==> src/hdl/whp_pkg.sv <==
// Shared constants, codes and types of the WAV header parser.
`default_nettype none
package whp_pkg;

    // Width of the byte counter and of the stored tag positions.
    localparam int COUNT_BITS = 32;
    // Width that holds a position plus eight plus a 32-bit chunk size without wrap.
    localparam int SUM_W = ((COUNT_BITS > 32) ? COUNT_BITS : 32) + 2;

    localparam logic [31:0] TAG_RIFF = 32'h5249_4646;
    localparam logic [31:0] TAG_WAVE = 32'h5741_5645;
    localparam logic [31:0] TAG_FMT  = 32'h666D_7420;
    localparam logic [31:0] TAG_DATA = 32'h6461_7461;

    localparam int MIN_FILE_LEN  = 44;
    localparam int RIFF_END      = 3;
    localparam int WAVE_END      = 11;
    localparam int TAG_SCAN_END  = 15;
    localparam int FMT_TAIL      = 24;
    localparam int DATA_HDR_LEN  = 8;

    typedef enum logic [2:0] {
        ST_OK      = 3'd0,
        ST_SHORT   = 3'd1,
        ST_NO_RIFF = 3'd2,
        ST_NO_WAVE = 3'd3,
        ST_NO_FMT  = 3'd4,
        ST_NO_DATA = 3'd5,
        ST_OVERRUN = 3'd6
    } t_status;

    // Header state gathered while the file streams through.
    typedef struct packed {
        logic [COUNT_BITS-1:0] byte_count;
        logic                  riff_seen;
        logic                  wave_seen;
        logic                  fmt_found;
        logic [COUNT_BITS-1:0] fmt_position;
        logic                  data_found;
        logic [COUNT_BITS-1:0] data_position;
        logic [31:0]           rate;
        logic [15:0]           channels;
        logic [31:0]           size;
    } t_track;

endpackage
`default_nettype wire

==> src/hdl/whp_if.sv <==
// Valid/ready stream interfaces for the byte input and the header result.
`default_nettype none
interface whp_in_if;
    logic       valid;
    logic       ready;
    logic [7:0] file_byte;
    logic       is_last;

    modport source (output valid, output file_byte, output is_last, input ready);
    modport sink   (input valid, input file_byte, input is_last, output ready);
endinterface

interface whp_out_if;
    logic        valid;
    logic        ready;
    logic [2:0]  status;
    logic [31:0] sample_rate;
    logic [15:0] channel_count;
    logic [31:0] payload_offset;
    logic [31:0] payload_size;

    modport source (output valid, output status, output sample_rate,
                    output channel_count, output payload_offset,
                    output payload_size, input ready);
    modport sink   (input valid, input status, input sample_rate,
                    input channel_count, input payload_offset,
                    input payload_size, output ready);
endinterface
`default_nettype wire

==> src/hdl/whp_tracker.sv <==
// Tag window, byte counter, tag search and little-endian field capture.
`default_nettype none
module whp_tracker (
    input  wire logic            i_clk,
    input  wire logic            i_rst_n,
    input  wire logic            i_accept,
    input  wire logic [7:0]      i_file_byte,
    input  wire logic            i_is_last,
    output whp_pkg::t_track      o_track
);

    localparam int CB = whp_pkg::COUNT_BITS;

    logic [31:0]      r_window;
    logic [31:0]      n_window;
    whp_pkg::t_track  r_track;
    whp_pkg::t_track  n_track;
    logic [CB-1:0]    w_fmt_dist;
    logic [CB-1:0]    w_data_dist;
    logic             w_scan;

    assign n_window    = {r_window[23:0], i_file_byte};
    assign w_fmt_dist  = r_track.byte_count - r_track.fmt_position;
    assign w_data_dist = r_track.byte_count - r_track.data_position;
    assign w_scan      = (r_track.byte_count >= CB'(whp_pkg::TAG_SCAN_END));

    always_comb begin
        n_track = r_track;

        if (r_track.byte_count == CB'(whp_pkg::RIFF_END) && n_window == whp_pkg::TAG_RIFF) begin
            n_track.riff_seen = 1'b1;
        end
        if (r_track.byte_count == CB'(whp_pkg::WAVE_END) && n_window == whp_pkg::TAG_WAVE) begin
            n_track.wave_seen = 1'b1;
        end
        // Positions refer to the first byte of the tag, three bytes back.
        if (w_scan && !r_track.fmt_found && n_window == whp_pkg::TAG_FMT) begin
            n_track.fmt_found    = 1'b1;
            n_track.fmt_position = r_track.byte_count - CB'(3);
        end
        if (w_scan && !r_track.data_found && n_window == whp_pkg::TAG_DATA) begin
            n_track.data_found    = 1'b1;
            n_track.data_position = r_track.byte_count - CB'(3);
        end

        // Channel count sits at tag+10, sample rate at tag+12.
        if (r_track.fmt_found && w_fmt_dist[CB-1:4] == '0) begin
            case (w_fmt_dist[3:0])
                4'd10:   n_track.channels[7:0]  = i_file_byte;
                4'd11:   n_track.channels[15:8] = i_file_byte;
                4'd12:   n_track.rate[7:0]      = i_file_byte;
                4'd13:   n_track.rate[15:8]     = i_file_byte;
                4'd14:   n_track.rate[23:16]    = i_file_byte;
                4'd15:   n_track.rate[31:24]    = i_file_byte;
                default: ;
            endcase
        end
        // Chunk size sits at tag+4.
        if (r_track.data_found && w_data_dist[CB-1:3] == '0) begin
            case (w_data_dist[2:0])
                3'd4:    n_track.size[7:0]   = i_file_byte;
                3'd5:    n_track.size[15:8]  = i_file_byte;
                3'd6:    n_track.size[23:16] = i_file_byte;
                3'd7:    n_track.size[31:24] = i_file_byte;
                default: ;
            endcase
        end

        // The counter sticks at its maximum on very long files.
        if (r_track.byte_count != '1) begin
            n_track.byte_count = r_track.byte_count + CB'(1);
        end
    end

    always_ff @(posedge i_clk) begin
        if (!i_rst_n) begin
            r_window <= '0;
            r_track  <= '0;
        end else if (i_accept) begin
            if (i_is_last) begin
                r_window <= '0;
                r_track  <= '0;
            end else begin
                r_window <= n_window;
                r_track  <= n_track;
            end
        end
    end

    assign o_track = r_track;

endmodule
`default_nettype wire

==> src/hdl/whp_result.sv <==
// Final header checks on the last byte and the registered result stage.
`default_nettype none
module whp_result (
    input  wire logic            i_clk,
    input  wire logic            i_rst_n,
    input  wire logic            i_in_valid,
    input  wire logic            i_is_last,
    input  wire whp_pkg::t_track i_track,
    input  wire logic            i_out_ready,
    output logic                 o_in_ready,
    output logic                 o_out_valid,
    output whp_pkg::t_status     o_status,
    output logic [31:0]          o_sample_rate,
    output logic [15:0]          o_channel_count,
    output logic [31:0]          o_payload_offset,
    output logic [31:0]          o_payload_size
);

    localparam int CB = whp_pkg::COUNT_BITS;
    localparam int SW = whp_pkg::SUM_W;

    logic [CB:0]        w_len;
    logic [CB:0]        w_fmt_limit;
    logic [SW-1:0]      w_data_start;
    logic [SW-1:0]      w_data_end;
    logic               w_accept;
    whp_pkg::t_status   w_status;

    logic               r_valid;
    whp_pkg::t_status   r_status;
    logic [31:0]        r_rate;
    logic [15:0]        r_channels;
    logic [31:0]        r_offset;
    logic [31:0]        r_size;

    // The checks read the state as it stood before the last byte; any field
    // that this byte could still complete already fails an earlier check.
    assign w_len        = {1'b0, i_track.byte_count} + (CB+1)'(1);
    assign w_fmt_limit  = {1'b0, i_track.fmt_position} + (CB+1)'(whp_pkg::FMT_TAIL);
    assign w_data_start = SW'(i_track.data_position) + SW'(whp_pkg::DATA_HDR_LEN);
    assign w_data_end   = w_data_start + SW'(i_track.size);

    always_comb begin
        if (w_len < (CB+1)'(whp_pkg::MIN_FILE_LEN)) begin
            w_status = whp_pkg::ST_SHORT;
        end else if (!i_track.riff_seen) begin
            w_status = whp_pkg::ST_NO_RIFF;
        end else if (!i_track.wave_seen) begin
            w_status = whp_pkg::ST_NO_WAVE;
        end else if (!i_track.fmt_found || w_fmt_limit >= w_len) begin
            w_status = whp_pkg::ST_NO_FMT;
        end else if (!i_track.data_found || w_data_start >= SW'(w_len)) begin
            w_status = whp_pkg::ST_NO_DATA;
        end else if (w_data_end > SW'(w_len)) begin
            w_status = whp_pkg::ST_OVERRUN;
        end else begin
            w_status = whp_pkg::ST_OK;
        end
    end

    assign o_in_ready = !r_valid || i_out_ready;
    assign w_accept   = i_in_valid && o_in_ready;

    always_ff @(posedge i_clk) begin
        if (!i_rst_n) begin
            r_valid <= 1'b0;
        end else if (w_accept && i_is_last) begin
            r_valid <= 1'b1;
        end else if (i_out_ready) begin
            r_valid <= 1'b0;
        end
    end

    always_ff @(posedge i_clk) begin
        if (w_accept && i_is_last) begin
            r_status <= w_status;
            if (w_status == whp_pkg::ST_OK) begin
                r_rate     <= i_track.rate;
                r_channels <= i_track.channels;
                r_offset   <= w_data_start[31:0];
                r_size     <= i_track.size;
            end else begin
                r_rate     <= '0;
                r_channels <= '0;
                r_offset   <= '0;
                r_size     <= '0;
            end
        end
    end

    assign o_out_valid      = r_valid;
    assign o_status         = r_status;
    assign o_sample_rate    = r_rate;
    assign o_channel_count  = r_channels;
    assign o_payload_offset = r_offset;
    assign o_payload_size   = r_size;

endmodule
`default_nettype wire

==> src/hdl/wav_header_parser_core.sv <==
// Top level of the WAV header parser: byte stream in, one header result per file out.
// The file arrives on i_byte one byte per transaction in file order, with is_last
// set on its final byte. Bytes without is_last produce nothing; the transaction that
// carries is_last produces exactly one transaction on o_result holding the status
// code, sample rate, channel count, payload offset and payload size. Every field but
// the status reads zero when the status is not ok.
// Throughput is one byte per cycle: each byte only shifts a four-byte tag window,
// compares it against the chunk tags, counts it and may write one field byte.
// The result appears in the cycle after the final byte is accepted, from the output
// register. While that register holds a result the receiver has not taken,
// i_byte.ready is low; it rises again in the cycle the receiver takes the result,
// so the next file may follow without a gap when o_result.ready is held high.
// After the final byte all tracking state returns to zero, ready for the next file.
// Reset is synchronous and active low; it clears the tracking state and the
// output valid flag, and the block accepts bytes from the first cycle after reset.
`default_nettype none
module wav_header_parser_core (
    input  wire logic  i_clk,
    input  wire logic  i_rst_n,
    whp_in_if.sink     i_byte,
    whp_out_if.source  o_result
);

    whp_pkg::t_track   w_track;
    whp_pkg::t_status  w_status;
    logic              w_in_ready;
    logic              w_accept;

    assign w_accept     = i_byte.valid && w_in_ready;
    assign i_byte.ready = w_in_ready;

    whp_tracker u_tracker (
        .i_clk       (i_clk),
        .i_rst_n     (i_rst_n),
        .i_accept    (w_accept),
        .i_file_byte (i_byte.file_byte),
        .i_is_last   (i_byte.is_last),
        .o_track     (w_track)
    );

    whp_result u_result (
        .i_clk            (i_clk),
        .i_rst_n          (i_rst_n),
        .i_in_valid       (i_byte.valid),
        .i_is_last        (i_byte.is_last),
        .i_track          (w_track),
        .i_out_ready      (o_result.ready),
        .o_in_ready       (w_in_ready),
        .o_out_valid      (o_result.valid),
        .o_status         (w_status),
        .o_sample_rate    (o_result.sample_rate),
        .o_channel_count  (o_result.channel_count),
        .o_payload_offset (o_result.payload_offset),
        .o_payload_size   (o_result.payload_size)
    );

    assign o_result.status = w_status;

endmodule
`default_nettype wire
==> src/flat_wrapper.sv <==
// flat-port wrapper written by rule: the top's interface ports become plain ports
module wav_header_parser_core_flat 
  (i_clk, i_rst_n, i_byte_valid, i_byte_file_byte, i_byte_is_last, i_byte_ready, o_result_valid, o_result_status, o_result_sample_rate, o_result_channel_count, o_result_payload_offset, o_result_payload_size, o_result_ready);
  whp_in_if i_byte_i ();
  whp_out_if o_result_i ();
  input  wire logic i_clk;
  input  wire logic i_rst_n;
  input wire logic [$bits(i_byte_i.valid)-1:0] i_byte_valid;
  input wire logic [$bits(i_byte_i.file_byte)-1:0] i_byte_file_byte;
  input wire logic [$bits(i_byte_i.is_last)-1:0] i_byte_is_last;
  output wire logic [$bits(i_byte_i.ready)-1:0] i_byte_ready;
  output wire logic [$bits(o_result_i.valid)-1:0] o_result_valid;
  output wire logic [$bits(o_result_i.status)-1:0] o_result_status;
  output wire logic [$bits(o_result_i.sample_rate)-1:0] o_result_sample_rate;
  output wire logic [$bits(o_result_i.channel_count)-1:0] o_result_channel_count;
  output wire logic [$bits(o_result_i.payload_offset)-1:0] o_result_payload_offset;
  output wire logic [$bits(o_result_i.payload_size)-1:0] o_result_payload_size;
  input wire logic [$bits(o_result_i.ready)-1:0] o_result_ready;
  assign i_byte_i.valid = i_byte_valid;
  assign i_byte_i.file_byte = i_byte_file_byte;
  assign i_byte_i.is_last = i_byte_is_last;
  assign i_byte_ready = i_byte_i.ready;
  assign o_result_valid = o_result_i.valid;
  assign o_result_status = o_result_i.status;
  assign o_result_sample_rate = o_result_i.sample_rate;
  assign o_result_channel_count = o_result_i.channel_count;
  assign o_result_payload_offset = o_result_i.payload_offset;
  assign o_result_payload_size = o_result_i.payload_size;
  assign o_result_i.ready = o_result_ready;
  wav_header_parser_core u_core (.i_clk(i_clk), .i_rst_n(i_rst_n), .i_byte(i_byte_i), .o_result(o_result_i));
endmodule
==> config.mk <==
export PLATFORM = sky130hd
export DESIGN_NAME = wav_header_parser_core_flat
export DESIGN_NICKNAME = d
export VERILOG_FILES = /design/src/hdl/whp_pkg.sv /design/src/hdl/whp_if.sv /design/src/hdl/whp_tracker.sv /design/src/hdl/whp_result.sv /design/src/hdl/wav_header_parser_core.sv /design/src/flat_wrapper.sv
export SDC_FILE = /design/constraint.sdc
export NUM_CORES = 1
export LEC_CHECK = 0
export ABC_CLOCK_PERIOD_IN_PS = 8400
export BUFFER_PORTS_ARGS = -buffer_cell sky130_fd_sc_hd__buf_2
export CORE_MARGIN = 3
export CORE_UTILIZATION = 50
export CTS_BUF_LIST = sky130_fd_sc_hd__clkbuf_4 sky130_fd_sc_hd__clkbuf_8
export DETAILED_ROUTE_END_ITERATION = 8
export GPL_TIMING_DRIVEN = 0
export PLACE_DENSITY = 0.77
export SYNTH_ARGS = -nofsm -noshare
export SYNTH_HDL_FRONTEND = slang
export SYNTH_SLANG_ARGS = --single-unit
==> constraint.sdc <==
create_clock -name i_clk -period 8.4 [get_ports i_clk]
set_input_delay 1.26 -clock i_clk [delete_from_list [all_inputs] [get_ports i_clk]]
set_output_delay 1.26 -clock i_clk [all_outputs]
set_load 0.05 [all_outputs]
==> impl_metrics.py <==
metrics = {
    "timing": {
        "worstMarginPinSlew_ps": 1160,
        "finalWorstPathRequiredPeriod_ps": 7730,
        "part_of_the_cycle_the_worst_path_needs_pct": 92.0,
        "fmax_mhz": 129,
        "report.final.setup_viol": 0,
        "slew_headroom_pct": 20.8,
        "finClkSkew_ps": 35.5,
        "finalMaxSlewViolations": 0,
        "final.hold.worst_slack_ps": 455,
        "final_report_hold_violation_count": 0,
        "final.setup.tns_ps": 0,
        "setup_repair_after_global_routing_missed_its_margin": "no",
    },
    "global_route": {
        "grt_start_max_net_pins": 82,
        "grt_pass1_wl_um": 111000,
        "grt_use_total_pct": 30.2,
        "number_of_global_route_vias_before_repair": 19436,
        "antenna_found_initial": 0,
        "grt_overflow_total": 0,
    },
    "layout": {
        "fin_area_um2": 24500,
        "nFillCells": 3957,
        "layout_commonest_cell": "nand2_1",
        "most-common-layout-cells": "nand2_1 (281), dfxtp_1 (205), ha_1 (198)",
        "number_of_nets_in_the_layout": 2972,
        "finalNonFillerCells": 3384,
        "layout-drive-gt1-share_pct": 9.04,
        "ff_latch_area_um2": 7560,
        "multi_input_comb_area_um2": 13600,
        "layout-area-overhead-vs-synth_pct": 11.2,
    },
    "worst_setup_path": {
        "worstSetupStartpointType": "flip-flop",
        "crit-reg2reg-launch": "u_core.u_tracker.o_track[85]",
        "critical_path_slowest_stage_cell": "and4_4",
        "critical_path.most_common_cell": "o21ai_0",
        "cp.arrival_ps": 8200,
        "rr_endpoint": "u_core.u_result.o_payload_offset[3]",
        "cp.required_ps": 8870,
        "worst-r2r-setup-slack_ps": 670,
        "register_to_register_path_depth": 29,
        "nature_of_the_critical_path_endpoint": "flip-flop",
        "crit_fanout": 13,
        "slowest_delay_ps": 460,
        "crit_type": "reg -> reg",
    },
    "clock_tree": {
        "level_count_of_the_clock_h_tree": 2,
        "tritoncts": "done",
        "worstSkewPairLatency_ps": 630,
        "cts_inserted_buffers": 49,
        "clock-sinks": 320,
        "clk_path_buf_depth": 3,
        "clk_pin_slew_ps": 60,
        "cts_hold_buffers": 0,
        "clk_root_buffer_cell": "clkbuf_8",
    },
    "drt": {
        "post_drt_via_cell_ratio": 6.03,
        "antenna_violating_nets_post_route": 0,
        "wl_per_cell_um": 21.5,
        "initialDrtViolationCount": 1944,
        "firstDrtPassIters": 6,
        "total_number_of_vias": 20406,
        "drt-total-wl_um": 72700,
        "post_detailed_route_drc_marker_count": 0,
    },
    "yosys": {
        "syn_area_um2": 22100,
        "register_bit_total_from_synthesis": 320,
        "synth-edff-count": 115,
        "dominantRegCellSynth": "dfxtp_1",
        "async_reset_ff_share_pct": 0,
        "netlist.top_cell.by_area": "dfxtp_1",
        "ys_warn_count": 0,
        "syn_area_per_cell_um2": 8.55,
        "synthTopCellsByArea": "dfxtp_1 (19%), edfxtp_1 (16%), ha_1 (11%), xnor2_1 (4.9%), nand2_1 (4.8%)",
        "post_synth_num_cell_types": 85,
        "synthesized_netlist_cell_count": 2579,
        "synth.yosys.seq_area_share_pct": 34.3,
        "synth_nets": 2793,
        "synthDominantCellAreaShare_pct": 18.6,
    },
    "floorplan": {
        "die-area_um2": 46700,
        "core_area_um2": 43400,
        "dieWidth_um": 216,
        "die-height_um": 216,
        "floorplan.initialDensity_pct": 50.9,
        "placement_rows": 76,
        "i_o_pin_count": 130,
    },
    "flow_run": {
        "drv_cap": 0,
    },
    "placed_design": {
        "place.detailed.hpwl_um": 58900,
        "gp_congestion": 1.16,
        "dpl_cell_area_um2": 23500,
        "place_inst": 3293,
        "portBuffers": 128,
    },
    "worst_hold_path": {
        "min_path_cells": 2,
        "origin_of_the_worst_min_delay_path": "u_core.u_tracker.o_track[63]",
        "hold_path.class": "reg -> reg",
        "hold_endpoint": "u_core.u_tracker.o_track[63]",
    },
    "pwr": {
        "leakagePower_nw": 9.83,
        "power.ir.vdd_worst_uv": 104,
        "power.density_nw_per_um2": 138,
    },
    "run_status": {
        "outcome": "finished, final reports clean",
    },
}
report_power, final:
part | internal, W | switching (W) | leakage (nW)
logic | 0.0000878 | 0.000253 | 6.60
clock network | 0.000754 | 0.000649 | 0.560
registers | 0.00163 | 0.0000165 | 2.66
cell families (layout without fill, tap and decap cells):
family | after synthesis | count (layout) | share of synthesized area, %
mux | 74 | 74 | 3.36
simple gates | 1037 | 1037 | 24.5
compound gates | 538 | 538 | 15.4
xor+xnor | 170 | 170 | 6.75
buf+inv | 239 | 458 | 4.23
flops | 320 | 320 | 34.3
other cells | 0 | 1 | 0
fa+ha+maj | 201 | 201 | 11.5
worst max-delay path: cells and delay by family (launching register included):
family | cells | cell delay [ps]
AOI/OAI and AO/OA | 11 | 2680
adders and majority gates | 2 | 700
DFF | 1 | 430
buffers and inverters | 2 | 540
xor gates and xnor gates | 2 | 420
and+or+nand+nor | 12 | 2800
routing by layer:
metal | GRT usage [%] | vias to the layer above | wire (um)
li1 | - | 9607 | -
met1 | 38.5 | 9652 | 29500
met2 | 50.3 | 916 | 33500
met4 | 14.6 | 0 | 4040
met3 | 4.66 | 231 | 5720
met5 | 0 | - | 0
state kept, by name, indices dropped and copies added (netlist names):
signal                            count
u_core.u_result.o_out_valid           1
u_core.u_result.o_payload_size       32
u_core.u_result.o_status              3
u_core.u_result.o_payload_offset     32
u_core.u_tracker.o_track            180
u_core.u_result.o_sample_rate        32
u_core.u_result.o_channel_count      16
u_core.u_tracker.r_window            24
layout make-up:
class	instances	area share, %
flip-flops and latches	320	30.8
well taps	585	2.98
diodes	1	0.0102
multi-input cells	2020	55.4
clock inverters	23	0.872
repair buffers	129	2.72
plain buffers	127	2.09
inverters	111	1.71
clock buffers	68	3.43
per-stage QoR:
step,utilization (%),setup slack [ps],total power (W)
after global routing,56.5,114,0.00349
after global placement,54.0,50.7,0.00202
after CTS,56.5,164,0.00340
final,56.6,672,0.00339
after floorplan,-,2200,0.00192
after detailed placement,54.1,-69.6,0.00202
cells in the mapped netlist, drive strengths merged, types with 9 or more instances:
cell / instances
a211oi: 10
a21boi: 37
a21o: 66
a21oi: 145
a31oi: 27
and2: 159
and3: 40
and4: 13
buf: 20
clkbuf: 108
dfxtp: 205
edfxtp: 115
ha: 198
inv: 111
mux2i: 74
nand2: 281
nand2b: 35
nand3: 135
nand3b: 11
nand4: 43
nor2: 119
nor2b: 51
nor3: 61
nor4: 27
o2111ai: 9
o211ai: 12
o21ai: 136
o21bai: 10
o22ai: 21
or3: 22
or4: 10
xnor2: 123
xor2: 47
worst max-delay path by stage:
stage,startpoint,end,cells after the start
2_1_floorplan,u_core.u_tracker.o_track[85],u_core.u_result.o_payload_offset[12],30
3_3_place_gp,u_core.u_tracker.o_track[85],u_core.u_result.o_payload_offset[3],30
3_5_place_dp,u_core.u_tracker.o_track[85],u_core.u_result.o_payload_size[28],30
4_1_cts,u_core.u_tracker.o_track[85],u_core.u_result.o_payload_offset[2],29
5_1_grt,u_core.u_tracker.o_track[85],u_core.u_result.o_payload_size[27],29
6_report,u_core.u_tracker.o_track[85],u_core.u_result.o_payload_offset[3],29
timing repair:
action / in CTS / in global routing
endpoints found under the setup margin: 24 / 112
cloned: 0 / 0
gates resized for setup: 0 / 4
hold endpoints to repair: 0 / 0
buffers inserted: 0 / 0
No activity file was read; power rests on OpenSTA's default activity.
